## src/hdl/hamvl_pkg.sv

```systemverilog
// Shared constants, types and table builders for the variable-length Hamming encoder.
// No dependencies; imported by hamvl_pipe and the top level.
package hamvl_pkg;

    localparam int MAX_DATA_BITS = 57;
    localparam int CW_W          = 63;
    localparam int LEN_W         = 6;
    localparam int CHK_W         = 3;
    localparam int MAX_CHK       = 6;
    localparam int CHUNK_W       = 16;
    localparam int NUM_CHUNKS    = (CW_W + CHUNK_W - 1) / CHUNK_W;
    localparam int ADDR_W        = 3;

    // register indexes
    localparam logic REG_DATA_LENGTH = 1'b0;

    localparam logic [LEN_W-1:0] DATA_LENGTH_RST = LEN_W'(8);

    typedef struct packed {
        logic [LEN_W-1:0] len;
        logic [CHK_W-1:0] chk;
    } t_fmt;

    typedef logic [LEN_W-1:0]         t_pos_tab [MAX_DATA_BITS];
    typedef logic [MAX_CHK-1:0][CW_W-1:0] t_grp_tab;

    // code bit index (0-based) of each data bit: the non-power-of-two positions in order
    function automatic t_pos_tab build_pos_tab();
        t_pos_tab tab;
        int       cnt;
        cnt = 0;
        for (int d = 0; d < MAX_DATA_BITS; d++) begin
            tab[d] = '0;
        end
        for (int j = 1; j <= CW_W; j++) begin
            if (((j & (j - 1)) != 0) && (cnt < MAX_DATA_BITS)) begin
                tab[cnt] = LEN_W'(j - 1);
                cnt      = cnt + 1;
            end
        end
        return tab;
    endfunction

    // parity group k: all positions whose index has bit k set
    function automatic t_grp_tab build_grp_tab();
        t_grp_tab tab;
        for (int k = 0; k < MAX_CHK; k++) begin
            for (int j = 1; j <= CW_W; j++) begin
                tab[k][j-1] = ((j >> k) & 1) != 0;
            end
        end
        return tab;
    endfunction

    localparam t_pos_tab DATA_POS = build_pos_tab();
    localparam t_grp_tab GRP_MASK = build_grp_tab();

    // clamp raw length to 1..MAX_DATA_BITS
    function automatic logic [LEN_W-1:0] eff_length(input logic [LEN_W-1:0] raw);
        logic [LEN_W-1:0] n;
        n = raw;
        if (n == '0) begin
            n = LEN_W'(1);
        end
        if (n > LEN_W'(MAX_DATA_BITS)) begin
            n = LEN_W'(MAX_DATA_BITS);
        end
        return n;
    endfunction

    // smallest r with 2^r >= n + r + 1
    function automatic logic [CHK_W-1:0] calc_chk(input logic [LEN_W-1:0] n);
        logic [CHK_W-1:0] r;
        logic             found;
        r     = '0;
        found = 1'b0;
        for (int k = 0; k <= MAX_CHK; k++) begin
            if (!found && ((1 << k) >= (int'(n) + k + 1))) begin
                r     = CHK_W'(k);
                found = 1'b1;
            end
        end
        return r;
    endfunction

    function automatic logic [MAX_DATA_BITS-1:0] make_mask(input logic [LEN_W-1:0] n);
        logic [MAX_DATA_BITS-1:0] m;
        for (int i = 0; i < MAX_DATA_BITS; i++) begin
            m[i] = LEN_W'(i) < n;
        end
        return m;
    endfunction

endpackage

```

## src/hdl/hamming_encoder_variable_length_unit.sv

```systemverilog
// Top level of the variable-length Hamming encoder: APB register and encode pipeline.
// Depends on hamvl_pkg and hamvl_pipe.
//
//  channel  direction  handshake              payload
//  command  in         i_start, o_busy        i_data_word[56:0]
//  result   out        o_done (one cycle)     o_codeword[62:0], o_code_length, o_check_bits
//  config   in/out     psel/penable/pwrite    paddr, pwdata, prdata (data_length at 0x0)
//
// One word per cycle; each result passes the registered stages s1, s2 and s3 in turn.
// o_busy is always low: nothing in the pipeline can hold a word back.
// The receiver cannot stall; every o_done pulse must be taken.
// Synchronous active-low reset clears the valid bits and sets data_length to 8.
module hamming_encoder_variable_length_unit
    import hamvl_pkg::*;
(
    input  logic                     i_clk,
    input  logic                     i_rst_n,
    input  logic                     i_start,
    output logic                     o_busy,
    input  logic [MAX_DATA_BITS-1:0] i_data_word,
    output logic                     o_done,
    output logic [CW_W-1:0]          o_codeword,
    output logic [LEN_W-1:0]         o_code_length,
    output logic [CHK_W-1:0]         o_check_bits,
    input  logic                     psel,
    input  logic                     penable,
    input  logic                     pwrite,
    input  logic [ADDR_W-1:0]        paddr,
    input  logic [31:0]              pwdata,
    output logic [31:0]              prdata,
    output logic                     pready
);

    logic [LEN_W-1:0]         r_data_length;
    logic [MAX_DATA_BITS-1:0] r_mask;
    t_fmt                     r_fmt;
    logic [LEN_W-1:0]         n_eff;
    logic                     cfg_wr;
    t_fmt                     pipe_fmt;

    assign pready = 1'b1;
    assign cfg_wr = psel && penable && pwrite && (paddr[ADDR_W-1] == REG_DATA_LENGTH);
    assign n_eff  = eff_length(pwdata[LEN_W-1:0]);

    // length-derived format is settled at write time
    always_ff @(posedge i_clk) begin
        if (!i_rst_n) begin
            r_data_length <= DATA_LENGTH_RST;
            r_mask        <= make_mask(DATA_LENGTH_RST);
            r_fmt.len     <= DATA_LENGTH_RST + LEN_W'(calc_chk(DATA_LENGTH_RST));
            r_fmt.chk     <= calc_chk(DATA_LENGTH_RST);
        end else if (cfg_wr) begin
            r_data_length <= pwdata[LEN_W-1:0];
            r_mask        <= make_mask(n_eff);
            r_fmt.len     <= n_eff + LEN_W'(calc_chk(n_eff));
            r_fmt.chk     <= calc_chk(n_eff);
        end
    end

    always_comb begin
        prdata = '0;
        if (paddr[ADDR_W-1] == REG_DATA_LENGTH) begin
            prdata = 32'(r_data_length);
        end
    end

    assign o_busy = 1'b0;

    hamvl_pipe u_pipe (
        .i_clk       (i_clk),
        .i_rst_n     (i_rst_n),
        .i_valid     (i_start),
        .i_data_word (i_data_word),
        .i_mask      (r_mask),
        .i_fmt       (r_fmt),
        .o_done      (o_done),
        .o_codeword  (o_codeword),
        .o_fmt       (pipe_fmt)
    );

    assign o_code_length = pipe_fmt.len;
    assign o_check_bits  = pipe_fmt.chk;

`ifndef SYNTHESIS
    a_done_follows_start: assert property (@(posedge i_clk) disable iff (!i_rst_n)
        o_done |-> $past(i_start, 3))
        else $error("result without a start three cycles earlier");

    a_upper_bits_zero: assert property (@(posedge i_clk) disable iff (!i_rst_n)
        o_done |-> ((o_codeword >> o_code_length) == '0))
        else $error("codeword bits set above code length");

    a_fmt_sane: assert property (@(posedge i_clk) disable iff (!i_rst_n)
        o_done |-> (o_check_bits != '0) && (o_code_length > LEN_W'(o_check_bits)))
        else $error("check bit count inconsistent with code length");
`endif

endmodule

```

## src/hdl/hamvl_pipe.sv

```systemverilog
// Three-stage encode pipeline: mask, scatter with partial parities, check-bit insert.
// Depends on hamvl_pkg.
module hamvl_pipe
    import hamvl_pkg::*;
(
    input  logic                     i_clk,
    input  logic                     i_rst_n,
    input  logic                     i_valid,
    input  logic [MAX_DATA_BITS-1:0] i_data_word,
    input  logic [MAX_DATA_BITS-1:0] i_mask,
    input  t_fmt                     i_fmt,
    output logic                     o_done,
    output logic [CW_W-1:0]          o_codeword,
    output t_fmt                     o_fmt
);

    // stage 1
    logic                     r_s1_vld;
    logic [MAX_DATA_BITS-1:0] r_s1_data;
    t_fmt                     r_s1_fmt;

    // stage 2
    logic                                  r_s2_vld;
    logic [CW_W-1:0]                       r_s2_code;
    logic [MAX_CHK-1:0][NUM_CHUNKS-1:0]    r_s2_part;
    t_fmt                                  r_s2_fmt;
    logic [CW_W-1:0]                       n_s2_code;
    logic [MAX_CHK-1:0][NUM_CHUNKS-1:0]    n_s2_part;

    // stage 3
    logic            r_s3_vld;
    logic [CW_W-1:0] r_s3_code;
    t_fmt            r_s3_fmt;
    logic [CW_W-1:0] n_s3_code;

    logic [NUM_CHUNKS*CHUNK_W-1:0] s2_wide;
    logic [NUM_CHUNKS*CHUNK_W-1:0] s2_grp;

    always_ff @(posedge i_clk) begin
        if (!i_rst_n) begin
            r_s1_vld <= 1'b0;
            r_s2_vld <= 1'b0;
            r_s3_vld <= 1'b0;
        end else begin
            r_s1_vld <= i_valid;
            r_s2_vld <= r_s1_vld;
            r_s3_vld <= r_s2_vld;
        end
    end

    always_ff @(posedge i_clk) begin
        r_s1_data <= i_data_word & i_mask;
        r_s1_fmt  <= i_fmt;
        r_s2_code <= n_s2_code;
        r_s2_part <= n_s2_part;
        r_s2_fmt  <= r_s1_fmt;
        r_s3_code <= n_s3_code;
        r_s3_fmt  <= r_s2_fmt;
    end

    // data bits land at fixed positions; masked bits are already zero
    always_comb begin
        n_s2_code = '0;
        for (int d = 0; d < MAX_DATA_BITS; d++) begin
            n_s2_code[DATA_POS[d]] = r_s1_data[d];
        end
    end

    assign s2_wide = (NUM_CHUNKS*CHUNK_W)'(n_s2_code);

    always_comb begin
        s2_grp    = '0;
        n_s2_part = '0;
        for (int k = 0; k < MAX_CHK; k++) begin
            s2_grp = s2_wide & (NUM_CHUNKS*CHUNK_W)'(GRP_MASK[k]);
            for (int c = 0; c < NUM_CHUNKS; c++) begin
                n_s2_part[k][c] = ^s2_grp[c*CHUNK_W +: CHUNK_W];
            end
        end
    end

    always_comb begin
        n_s3_code = r_s2_code;
        for (int k = 0; k < MAX_CHK; k++) begin
            if (CHK_W'(k) < r_s2_fmt.chk) begin
                n_s3_code[(1 << k) - 1] = ^r_s2_part[k];
            end
        end
    end

    assign o_done     = r_s3_vld;
    assign o_codeword = r_s3_code;
    assign o_fmt      = r_s3_fmt;

endmodule
```

## config.mk

```make
export PLATFORM = sky130hd
export DESIGN_NAME = hamming_encoder_variable_length_unit
export DESIGN_NICKNAME = d
export VERILOG_FILES = /design/src/hdl/hamvl_pkg.sv /design/src/hdl/hamming_encoder_variable_length_unit.sv /design/src/hdl/hamvl_pipe.sv
export SDC_FILE = /design/constraint.sdc
export NUM_CORES = 1
export LEC_CHECK = 0
export ABC_CLOCK_PERIOD_IN_PS = 4200
export BUFFER_PORTS_ARGS = -buffer_cell sky130_fd_sc_hd__buf_2
export CORE_MARGIN = 2
export CORE_UTILIZATION = 44
export CTS_CLUSTER_SIZE = 20
export DETAILED_ROUTE_END_ITERATION = 8
export GPL_TIMING_DRIVEN = 0
export HOLD_SLACK_MARGIN = 0.06
export PLACE_DENSITY = 0.72
export SYNTH_ARGS = -nofsm -noshare
export SYNTH_HDL_FRONTEND = slang
export SYNTH_SLANG_ARGS = --single-unit
```

## constraint.sdc

```tcl
create_clock -name i_clk -period 4.2 [get_ports i_clk]
set_clock_uncertainty 0.05 [all_clocks]
set_input_delay 0.63 -clock i_clk [delete_from_list [all_inputs] [get_ports i_clk]]
set_output_delay 0.63 -clock i_clk [all_outputs]
set_load 0.02 [all_outputs]
```

==> results.md, run 1 <==
- Status: finished clean
- Worst Path Required: ~4.6 ns
- Max-cap violations: 0
- Vias in the first global route: around 6600
- Clk Latency, worst-skew pair: between 0.5 and 0.6 ns
- PwrDens: around 500 nW/µm²
- Most used cell, CP: ha_1
- Final Max Tran Viols: 0
- CTS root buf: clkbuf_16
- Count of cell types in the netlist: 63
- Synth Flop Type: dfxtp_1
- CP Capture Type: flip-flop
- CP Launch Type: primary input
- # rows: 54
- Vias per cell: around 4.8
- Synth Register Bits: around 300
- Detailed Route WL: between 20000 and 25000 µm
- WS Path Type: primary input to flip-flop
- Post-Synth Simple-Gate Area: 0.124
- Crit path cell chain: buf_2 -> nand3_1 -> and2_4 -> clkinvlp_4 -> ha_1 -> nor2b_1 -> a22oi_1 -> o41a_2 -> nand4b_1 -> nand2_1 -> ha_1 -> fa_1 -> and2_1 -> o21ai_0 -> xnor2_1 -> a211oi_1
- Compound-gate portion of the synthesized area: 0.0965
- CP max stage cell: o41a_2
- Final worst slack: roughly 0.27 ns
- Remaining antenna violation count: 0
- Filler instances: 1910
- Synth top area share: 0.611
- Combinational share of power: 0.092
- Total power: 5920 µW
- WL per Instance: roughly 17 µm
- Internal power: 4520 µW
- Initial Util: 0.447
- Setup violators final: 0
- IO buf count: 146
- Layout cell share with drive strength beyond 1: 0.229
- Asr flop ratio synth: 0
- Worst R2R Setup Slack: about 2.5 ns
- Area Overhead vs Synth: 21.7%
- Flop pwr share: 0.506
- Avg Inst Size Synth: around 11 µm²
- Reg-to-Reg End: u_pipe.r_s2_part[19]
- EDFF count, synth: 0
- Die area: 23400 µm²
- Initial DRC Count: roughly 450
- GRT Util Overall: 0.194
- Max Freq: between 200 and 300 MHz
- RSZ-0062 raised after global routing: no
- Proportion of synthesized area in mux cells: 0
- Seq/Total Area, Yosys: 0.611
- Critical Path Max Stage Delay: approximately 0.43 ns
- Post-Synth Adder-Cell Area: 0.0226
- Die height: around 150 µm
- HP Class: primary input to flip-flop
- Critical path fanouts, max: 14
- Clk pwr share: 0.402
- Post-Synth XOR/XNOR Area: 0.101
- Initial antenna violation count: 2
- Number of CTS-inserted buffers: 29
- Minimum clock period: 3.93 ns
- Worst Setup SP: pwdata[5]
- Grt total ovfl: 0
- TritonRoute pass-1 iters: 5
- Worst setup endpoint: r_fmt[7]
- Slew @ Worst Pin: 0.775 ns
- Core area: approximately 22000 µm²
- # hold bufs at CTS: 0
- Multi-input logic area: 3470 µm²
- DR vias: 6730
- Max_slew headroom: 0.483
- Largest area contributor in the synthesized netlist: dfxtp_1
- First-pass GRT wire length: 35700 µm
- Largest net degree at the start of global routing: 15
- CTS tree: yes
- Pleak: about 0.0051 µW
- FF+latch area: around 6000 µm²
- Sw Share: 0.236
- Area contributors post-synth: dfxtp_1 61%, xnor2_1 7.7%, and2_1 4.1%, a21oi_1 2.9%, nand2_1 2.3%
- Worst-path clk slew: approximately 0.06 ns
- Fin. Hold Viols: 0
- GPL Wtd Cong: 0.928
- Period utilization: 0.937
- R2R Path Start: u_pipe.r_s1_data[56]
- Ports: approximately 210
- Hold depth: 2
- DRC viols: 0
- Largest family of logic cells by synthesized area: simple AND/OR/NAND/NOR gates
- Crit path DAT: about 4.3 ns
- YS warnings: 0
- HPWL after DPL: 17000 µm
- Clock Sinks: approximately 300
- Setup slack at placement: -0.996 ns
- H-tree Lvls: 1
- Post-Synthesis Cells: between 800 and 900
- Horiz. Die Dim: roughly 150 µm
- Switch Pwr: approximately 1400 µW
- Cell Area, Synth: around 9800 µm²
- VDD IR max: approximately 0.26 mV
- Final nets: approximately 1200
- R2r worst-path depth: 5
- Deepest clock path buffer count: 3
repair_timing:
| item | CTS | global route |
|---|---|---|
| setup endpoints to repair | 5 | 4 |
| gates resized for setup | 2 | 5 |
| setup buffers | 0 | 5 |
| pin swaps | 0 | 1 |
power by group through the flow:
stage                     Sequential, µW  Combinational, µW  Clock [µW]
final                               3000                545        2380
after global routing                3010                594        2550
after CTS                           3000                536        2430
after detailed placement            3060                532           0
after global placement              3060                526           0
after floorplan                     3090                328           0
how the worst min path moves through the flow:
stage                               startpoint                    end  slack [ns]
after global placement    u_pipe.r_s2_code[33]  u_pipe.o_codeword[33]        0.26
after detailed placement  u_pipe.r_s2_code[13]  u_pipe.o_codeword[13]        0.26
after global routing           i_data_word[44]   u_pipe.r_s1_data[44]        0.24
after CTS                      i_data_word[44]   u_pipe.r_s1_data[44]        0.24
final                          i_data_word[47]   u_pipe.r_s1_data[47]        0.26
after floorplan           u_pipe.r_s2_code[10]  u_pipe.o_codeword[10]        0.26
logic make-up (layout without fill, tap and decap cells):
family / count (synthesis) / after routing
AO/OA/AOI/OAI: 146 / 146
AND/OR/NAND/NOR: 236 / 236
XOR/XNOR: 112 / 112
adder cells (fa/ha/maj): 17 / 17
buffers and inverters: 75 / 274
flip-flops: 298 / 298
other: 2 / 30
cell usage in the layout (no fill, tap or decap), drive strengths merged, types with 3 or more instances in the layout:
cell type / count
a211oi: 5
a21oi: 57
a311oi: 4
a31oi: 9
and2: 64
and3: 4
buf: 193
clkbuf: 61
clkinv: 7
clkinvlp: 3
conb: 28
dfxtp: 298
ha: 16
inv: 10
nand2: 62
nand2b: 6
nand3: 13
nand4b: 4
nor2: 57
nor2b: 9
nor3: 6
o211ai: 10
o21ai: 34
o221ai: 3
o22ai: 3
xnor2: 86
xor2: 26
sequential cells by signal (all words and copies together), names as in the netlist, 20 cells and up:
signal,count
u_pipe.o_codeword,63
r_mask,57
u_pipe.r_s1_data,57
u_pipe.r_s2_code,56
u_pipe.r_s2_part,20
through the flow:
step                      TNS, ns  hold WS (ns)  cell area [µm²]   util  std cells
final                           0         0.256            11900  0.544       1393
after global routing            0         0.244            11900  0.544       1393
after CTS                       0         0.238            11800  0.542       1386
after detailed placement    -4.56         0.262            10900  0.501       1338
after global placement      -4.62         0.261            10900  0.501       1338
after floorplan                 0         0.260             9860      -        912
final cells by class:
type	count	share of cell area
Timing Repair Buffer	151	0.0647
Multi-Input combinational cell	539	0.292
Clock buffer	38	0.0681
Tap cell	280	0.0295
Inverter	9	0.00316
Sequential cell	298	0.502
Buffer	65	0.0333
Antenna cell	2	0.000421
Clock inverter	11	0.00632
metal layers:
metal  part of all wire  global-route usage
met1               0.42               0.249
met2               0.48               0.328
met3              0.067              0.0337
met4              0.028              0.0728
met5                  0                   0
cell usage after synthesis, drive strengths merged, types with 4 or more instances:
library cell / number
nor2b: 9
nand3: 13
a31oi: 9
a311oi: 4
nor3: 6
and2: 64
a211oi: 5
xnor2: 86
and3: 4
dfxtp: 298
o21ai: 34
nand4b: 4
nor2: 57
nand2b: 6
ha: 16
a21oi: 57
clkbuf: 24
buf: 42
inv: 9
nand2: 62
xor2: 26
o211ai: 10
critical path: cells and delay by family:
kind | cells | cell delay [ns]
XOR/XNOR | 1 | 0.10
AO/OA/AOI/OAI | 4 | 1.03
AND/OR/NAND/NOR | 6 | 1.21
adder cells (fa/ha/maj) | 3 | 0.89
buffers and inverters | 2 | 0.44
(Power assumes the default switching activity.)
==> inputs of run 2 (changes only) <==
Settings changed: GPL_ROUTABILITY_DRIVEN set to 0, REMOVE_ABC_BUFFERS set to 1.
==> results.md, run 2 (synthesis gave the netlist of run 1 again) <==
- Status: finished clean
- First-pass GRT wire length: 31700 µm (-11%)
- CP Capture Type: flip-flop
- Detailed Route WL: 20400 µm (-12%)
- Initial Util: 0.447 (unchanged)
- Max-cap violations: 0 (unchanged)
- DR vias: 6351 (-5.6%)
- Worst Path Required: 4.58 ns (about the same)
- Critical path fanouts, max: 28 (+14)
- Commonest cells after routing, fill and taps aside: 298 x dfxtp_1, 144 x buf_2, 86 x xnor2_1
- Initial antenna violation count: 1 (-1)
- IO buf count: 148 (+1.4%)
- Worst Setup SP: pwdata[2]
- Ports: 205 (unchanged)
- GRT Util Overall: 0.168 (-0.0256)
- Min-delay src: i_data_word[56]
- Vias in the first global route: 6249 (-5.0%)
- Most common cell after layout, fill and taps aside: dfxtp_1
- WL per Instance: 15.3 µm (-8.3%)
- Remaining antenna violation count: 0 (unchanged)
- Hold depth: 2 (unchanged)
- # rows: 54 (unchanged)
- Total power: 6180 µW (+4.3%)
- VDD IR max: 0.258 mV (-0.32%)
- Setup violators final: 0 (unchanged)
- CTS tree: yes
- H-tree Lvls: 1 (unchanged)
- CP Launch Type: primary input
- Endpoint, Worst Hold: u_pipe.r_s1_data[56]
- Period utilization: 0.932 (-0.00458)
- HP Class: primary input to flip-flop
- DRC viols: 0 (unchanged)
- PwrDens: 528 nW/µm² (+5.8%)
- Largest net degree at the start of global routing: 56 (+41)
- R2R Path Start: u_pipe.r_s1_data[56]
- Vias per cell: 4.76 (-1.5%)
- Horiz. Die Dim: 153 µm (unchanged)
- Fin. Hold Viols: 0 (unchanged)
- Minimum clock period: 3.92 ns (-0.0192 ns)
- Deepest clock path buffer count: 3 (unchanged)
- TritonRoute pass-1 iters: 5 (unchanged)
- Die height: 153 µm (unchanged)
- Grt total ovfl: 0 (unchanged)
- R2r worst-path depth: 5 (unchanged)
- Crit path DAT: 4.30 ns (-0.02 ns)
- HPWL after DPL: 14200 µm (-16%)
- Core area: 21800 µm² (unchanged)
- Pleak: 0.00497 µW (-2.9%)
- Worst-path clk slew: 0.06 ns (about the same)
- Slew @ Worst Pin: 0.907 ns (+0.132 ns)
- RSZ-0062 raised after global routing: no
- Die area: 23400 µm² (unchanged)
- Reg-to-Reg End: u_pipe.r_s2_part[19]
- Worst R2R Setup Slack: 2.54 ns (+0.03 ns)
- Clk Latency, worst-skew pair: 0.53 ns (about the same)
- Max FFs per register: 63 (unchanged)
- Initial DRC Count: 353 (-22%)
- Final nets: 1151 (-4.7%)
- Area Overhead vs Synth: 20.0%
- CTS root buf: clkbuf_16
- Max Freq: 255 MHz (+0.49%)
- Clock Sinks: 298 (unchanged)
- Number of CTS-inserted buffers: 29 (unchanged)
- Max_slew headroom: 0.394 (-0.0888)
- Final Max Tran Viols: 0 (unchanged)
- WS Path Type: primary input to flip-flop
- Hold_ws: 0.250 ns (-0.00587 ns)
- Setup TNS: 0 ns (unchanged)
- Layout cell share with drive strength beyond 1: 0.214 (-0.0142)
- # hold bufs at CTS: 0 (unchanged)
## run 2: cell count changes in the layout (fill, tap and decap cells not counted), sizes merged
cell	previous run	this run
buf	193	159
clkbuf	61	36
bufinv	0	5
clkinv	7	2
clkinvlp	3	5
diode	2	1
## run 2: through the flow
stage	instances	util	area (µm²)	setup slack [ns]
2_1_floorplan	846	-	9460	0.198
3_3_place_gp	1274	0.483	10600	-1.17
3_5_place_dp	1278	0.486	10600	-1.20
4_1_cts	1331	0.534	11700	0.0692
5_1_grt	1334	0.536	11700	0.0646
6_report	1335	0.537	11700	0.285
## run 2: power by group
part | switching (µW) | leakage [µW] | internal, µW
clock | 1030 | 0.000478 | 1640
combinational | 311 | 0.00207 | 206
sequential | 47.7 | 0.00242 | 2940
## run 2: area by class of cell
type                            count  area (µm²)
Tap cell                          280         350
Inverter                            9        37.5
Multi-Input combinational cell    539        3480
Clock inverter                     13         208
Fill cell                        1929       10100
Antenna cell                        1        2.50
Timing Repair Buffer              159         872
Sequential cell                   298        5970
Clock buffer                       36         792
## run 2: worst max path at each step
stage,endpoint,cells after the start
2_1_floorplan,r_fmt[7],16
3_3_place_gp,r_fmt[7],17
3_5_place_dp,r_fmt[7],17
4_1_cts,r_fmt[7],17
5_1_grt,r_fmt[7],17
6_report,r_fmt[7],17
## run 2: metal layers
| layer | part of all wire | track usage |
|---|---|---|
| met3 | 0.060 | 0.0289 |
| met4 | 0.023 | 0.0556 |
| met1 | 0.43 | 0.217 |
| met5 | 0 | 0 |
| met2 | 0.49 | 0.288 |
## run 2: critical path: stages
cell and delay (ns):
buf_4 0.21, o2111a_1 0.31, a211oi_4 0.33, inv_1 0.17, ha_1 0.31, nand2b_1 0.19
o211a_1 0.27, nor3_2 0.27, o31ai_4 0.10, nand4b_1 0.18, nand2_1 0.08, ha_1 0.21
fa_1 0.38, and2_1 0.18, o21ai_1 0.14, xnor2_1 0.09, a211oi_1 0.24
## run 2: what timing repair did
action,4_1_cts,5_1_grt
hold endpoints to repair,0,0
setup endpoints to repair,5,2
pin swaps,0,1
setup buffers,4,3
resized for setup,7,6
==> inputs of run 3 (changes only) <==
Settings changed: REMOVE_ABC_BUFFERS 1 to unset.
==> results.md, run 3 (synthesis gave the netlist of run 1 again) <==
- Vias in the first global route: 6492 (+3.9%)
- Initial DRC Count: 494 (+40%)
- Total power: 5960 µW (-3.6%)
- Die area: 23400 µm² (unchanged)
- WL met2: 11000 µm (+10%)
- Worst path top cell family by delay: compound AO/OA/AOI/OAI gates
- Deepest clock path buffer count: 3 (unchanged)
- Final nets: 1206 (+4.8%)
- Fin. Hold Viols: 0 (unchanged)
- Hold depth: 2 (unchanged)
- HPWL after DPL: 16500 µm (+16%)
- # rows: 54 (unchanged)
- CP max stage cell: a211oi_4
- Most common cell after layout, fill and taps aside: dfxtp_1
- First-pass GRT wire length: 34500 µm (+8.9%)
- TritonRoute pass-1 iters: 5 (unchanged)
- DRC viols: 0 (unchanged)
- Max_slew headroom: 0.545 (+0.151)
- Initial Util: 0.447 (unchanged)
- Number of CTS-inserted buffers: 27 (-6.9%)
- Filler instances: 1877 (-2.7%)
- Area Overhead vs Synth: 21.7%
- Core area: 21800 µm² (unchanged)
- H-tree Lvls: 1 (unchanged)
- Layout cell share with drive strength beyond 1: 0.226 (+0.0112)
- Critical Path Max Stage Delay: 0.35 ns (-0.03 ns)
- Remaining antenna violation count: 0 (unchanged)
- DR vias: 6658 (+4.8%)
- Placed Area: 10900 µm² (+3.1%)
- Grt total ovfl: 0 (unchanged)
- Dpl cells: 1338 (+4.7%)
- VDD IR max: 0.281 mV (+8.6%)
- IO buf count: 146 (-1.4%)
- Crit path cell chain: buf_2 -> o2111a_1 -> a211oi_4 -> inv_1 -> ha_1 -> nand2b_1 -> o211a_1 -> and3_4 -> o31ai_4 -> nand2_1 -> nand2_1 -> ha_1 -> a21o_1 -> a21oi_1 -> xor2_1 -> o211ai_1
- RSZ-0062 raised after global routing: no
- Detailed Route WL: 22600 µm (+11%)
- CTS tree: yes
- Max-cap violations: 0 (unchanged)
- CP Capture Type: flip-flop
- Final worst slack: 0.269 ns (-0.0157 ns)
- Reg-to-Reg End: u_pipe.r_s2_part[19]
- Met1 WL: 9170 µm (+5.5%)
- Minimum clock period: 3.93 ns (+0.0157 ns)
- Horiz. Die Dim: 153 µm (unchanged)
- Critical path fanouts, max: 10 (-64%)
- Worst R2R Setup Slack: 2.50 ns (-0.04 ns)
- Min-delay src: i_data_word[36]
- Worst path bufs/invs: 2 (unchanged)
- WS Path Type: primary input to flip-flop
- HP Class: primary input to flip-flop
- Die height: 153 µm (unchanged)
- Uppermost layer routed: met4
- R2R Path Start: u_pipe.r_s1_data[56]
- Post-layout util: 0.544 (+0.00762)
- CTS root buf: clkbuf_16
- PwrDens: 502 nW/µm² (-5.0%)
- Pleak: 0.00512 µW (+2.9%)
- Status: finished clean
- R2r worst-path depth: 5 (unchanged)
- Period utilization: 0.936 (+0.00373)
- Setup slack at placement: -0.924 ns (+0.272 ns)
- Endpoint, Worst Hold: u_pipe.r_s1_data[36]
- Worst-path clk slew: 0.06 ns (about the same)
- Max Freq: 254 MHz (-0.40%)
- Ports: 205 (unchanged)
- Slew @ Worst Pin: 0.683 ns (-0.225 ns)
- Final Max Tran Viols: 0 (unchanged)
- Max FFs per register: 63 (unchanged)
- # hold bufs at CTS: 0 (unchanged)
- Non-Filler Cell Area, Final: 11900 µm² (+1.4%)
- Setup violators final: 0 (unchanged)
- Worst Path Required: 4.51 ns (-0.07 ns)
- CP Launch Type: primary input
- Clk Latency, worst-skew pair: 0.52 ns (about the same)
- WL per Instance: 16.3 µm (+6.6%)
- Clock Sinks: 298 (unchanged)
- GRT Util Overall: 0.186 (+0.0179)
- Routed wl met3: 1870 µm (+53%)
- Initial antenna violation count: 2 (+1)
- Post-Layout Cell Count: 1390 (+4.1%)
- Commonest cells after routing, fill and taps aside: 298 x dfxtp_1, 152 x buf_2, 86 x xnor2_1
- Vias per cell: 4.79 (+0.69%)
- Largest net degree at the start of global routing: 16 (-71%)
- Crit path DAT: 4.24 ns (-0.06 ns)
-- run 3: what timing repair did --
item                                   4_1_cts  5_1_grt
buffers inserted                             0        5
gates resized for setup                      2        5
setup endpoints to repair                    4        3
pin swaps                                    0        1
endpoints found under the hold margin        0        0
cloned                                       0        0
-- run 3: layout make-up --
| type | count | area, µm² | area share |
|---|---|---|---|
| tap | 280 | 350 | 0.0295 |
| timing repair buffer | 151 | 768 | 0.0647 |
| antenna | 2 | 5.00 | 0.000421 |
| clock inverter | 10 | 130 | 0.0110 |
| buffer | 65 | 395 | 0.0333 |
| multi-input combinational | 539 | 3470 | 0.292 |
| clock buffer | 36 | 749 | 0.0631 |
| sequential | 298 | 5970 | 0.502 |
| inverter | 9 | 37.5 | 0.00316 |
-- run 3: per-layer routing --
metal | vias up | GRT usage
li1 | 3264 | -
met1 | 3030 | 0.232
met2 | 319 | 0.326
met3 | 45 | 0.0386
met4 | 0 | 0.0564
met5 | - | 0
-- run 3: report_power, final --
part / leakage [µW] / switching, µW / total, µW / internal (µW)
Clock: 0.000430 / 992 / 2420 / 1430
Combinational: 0.00226 / 313 / 538 / 225
Sequential: 0.00242 / 54.2 / 3000 / 2940
-- run 3: worst register-to-register path: cells and delay by family (launching register included) --
family	cells	cell delay (ns)
XOR/XNOR	5	1.21
flip-flops	1	0.34
-- run 3: per-stage QoR --
stage          TNS (ns)  hold slack [ns]
3_3_place_gp      -3.36            0.261
3_5_place_dp      -4.05            0.262
5_1_grt               0            0.255
6_report              0            0.265
4_1_cts               0            0.251
2_1_floorplan         0            0.260
-- run 3: how the worst max path moves through the flow --
| stage | start | to | cells past startpoint |
|---|---|---|---|
| 2_1_floorplan | pwdata[2] | r_fmt[7] | 17 |
| 3_3_place_gp | pwdata[5] | r_fmt[7] | 17 |
| 3_5_place_dp | pwdata[5] | r_fmt[7] | 17 |
| 4_1_cts | pwdata[2] | r_fmt[7] | 17 |
| 5_1_grt | pwdata[2] | r_fmt[7] | 17 |
| 6_report | pwdata[2] | r_fmt[6] | 16 |
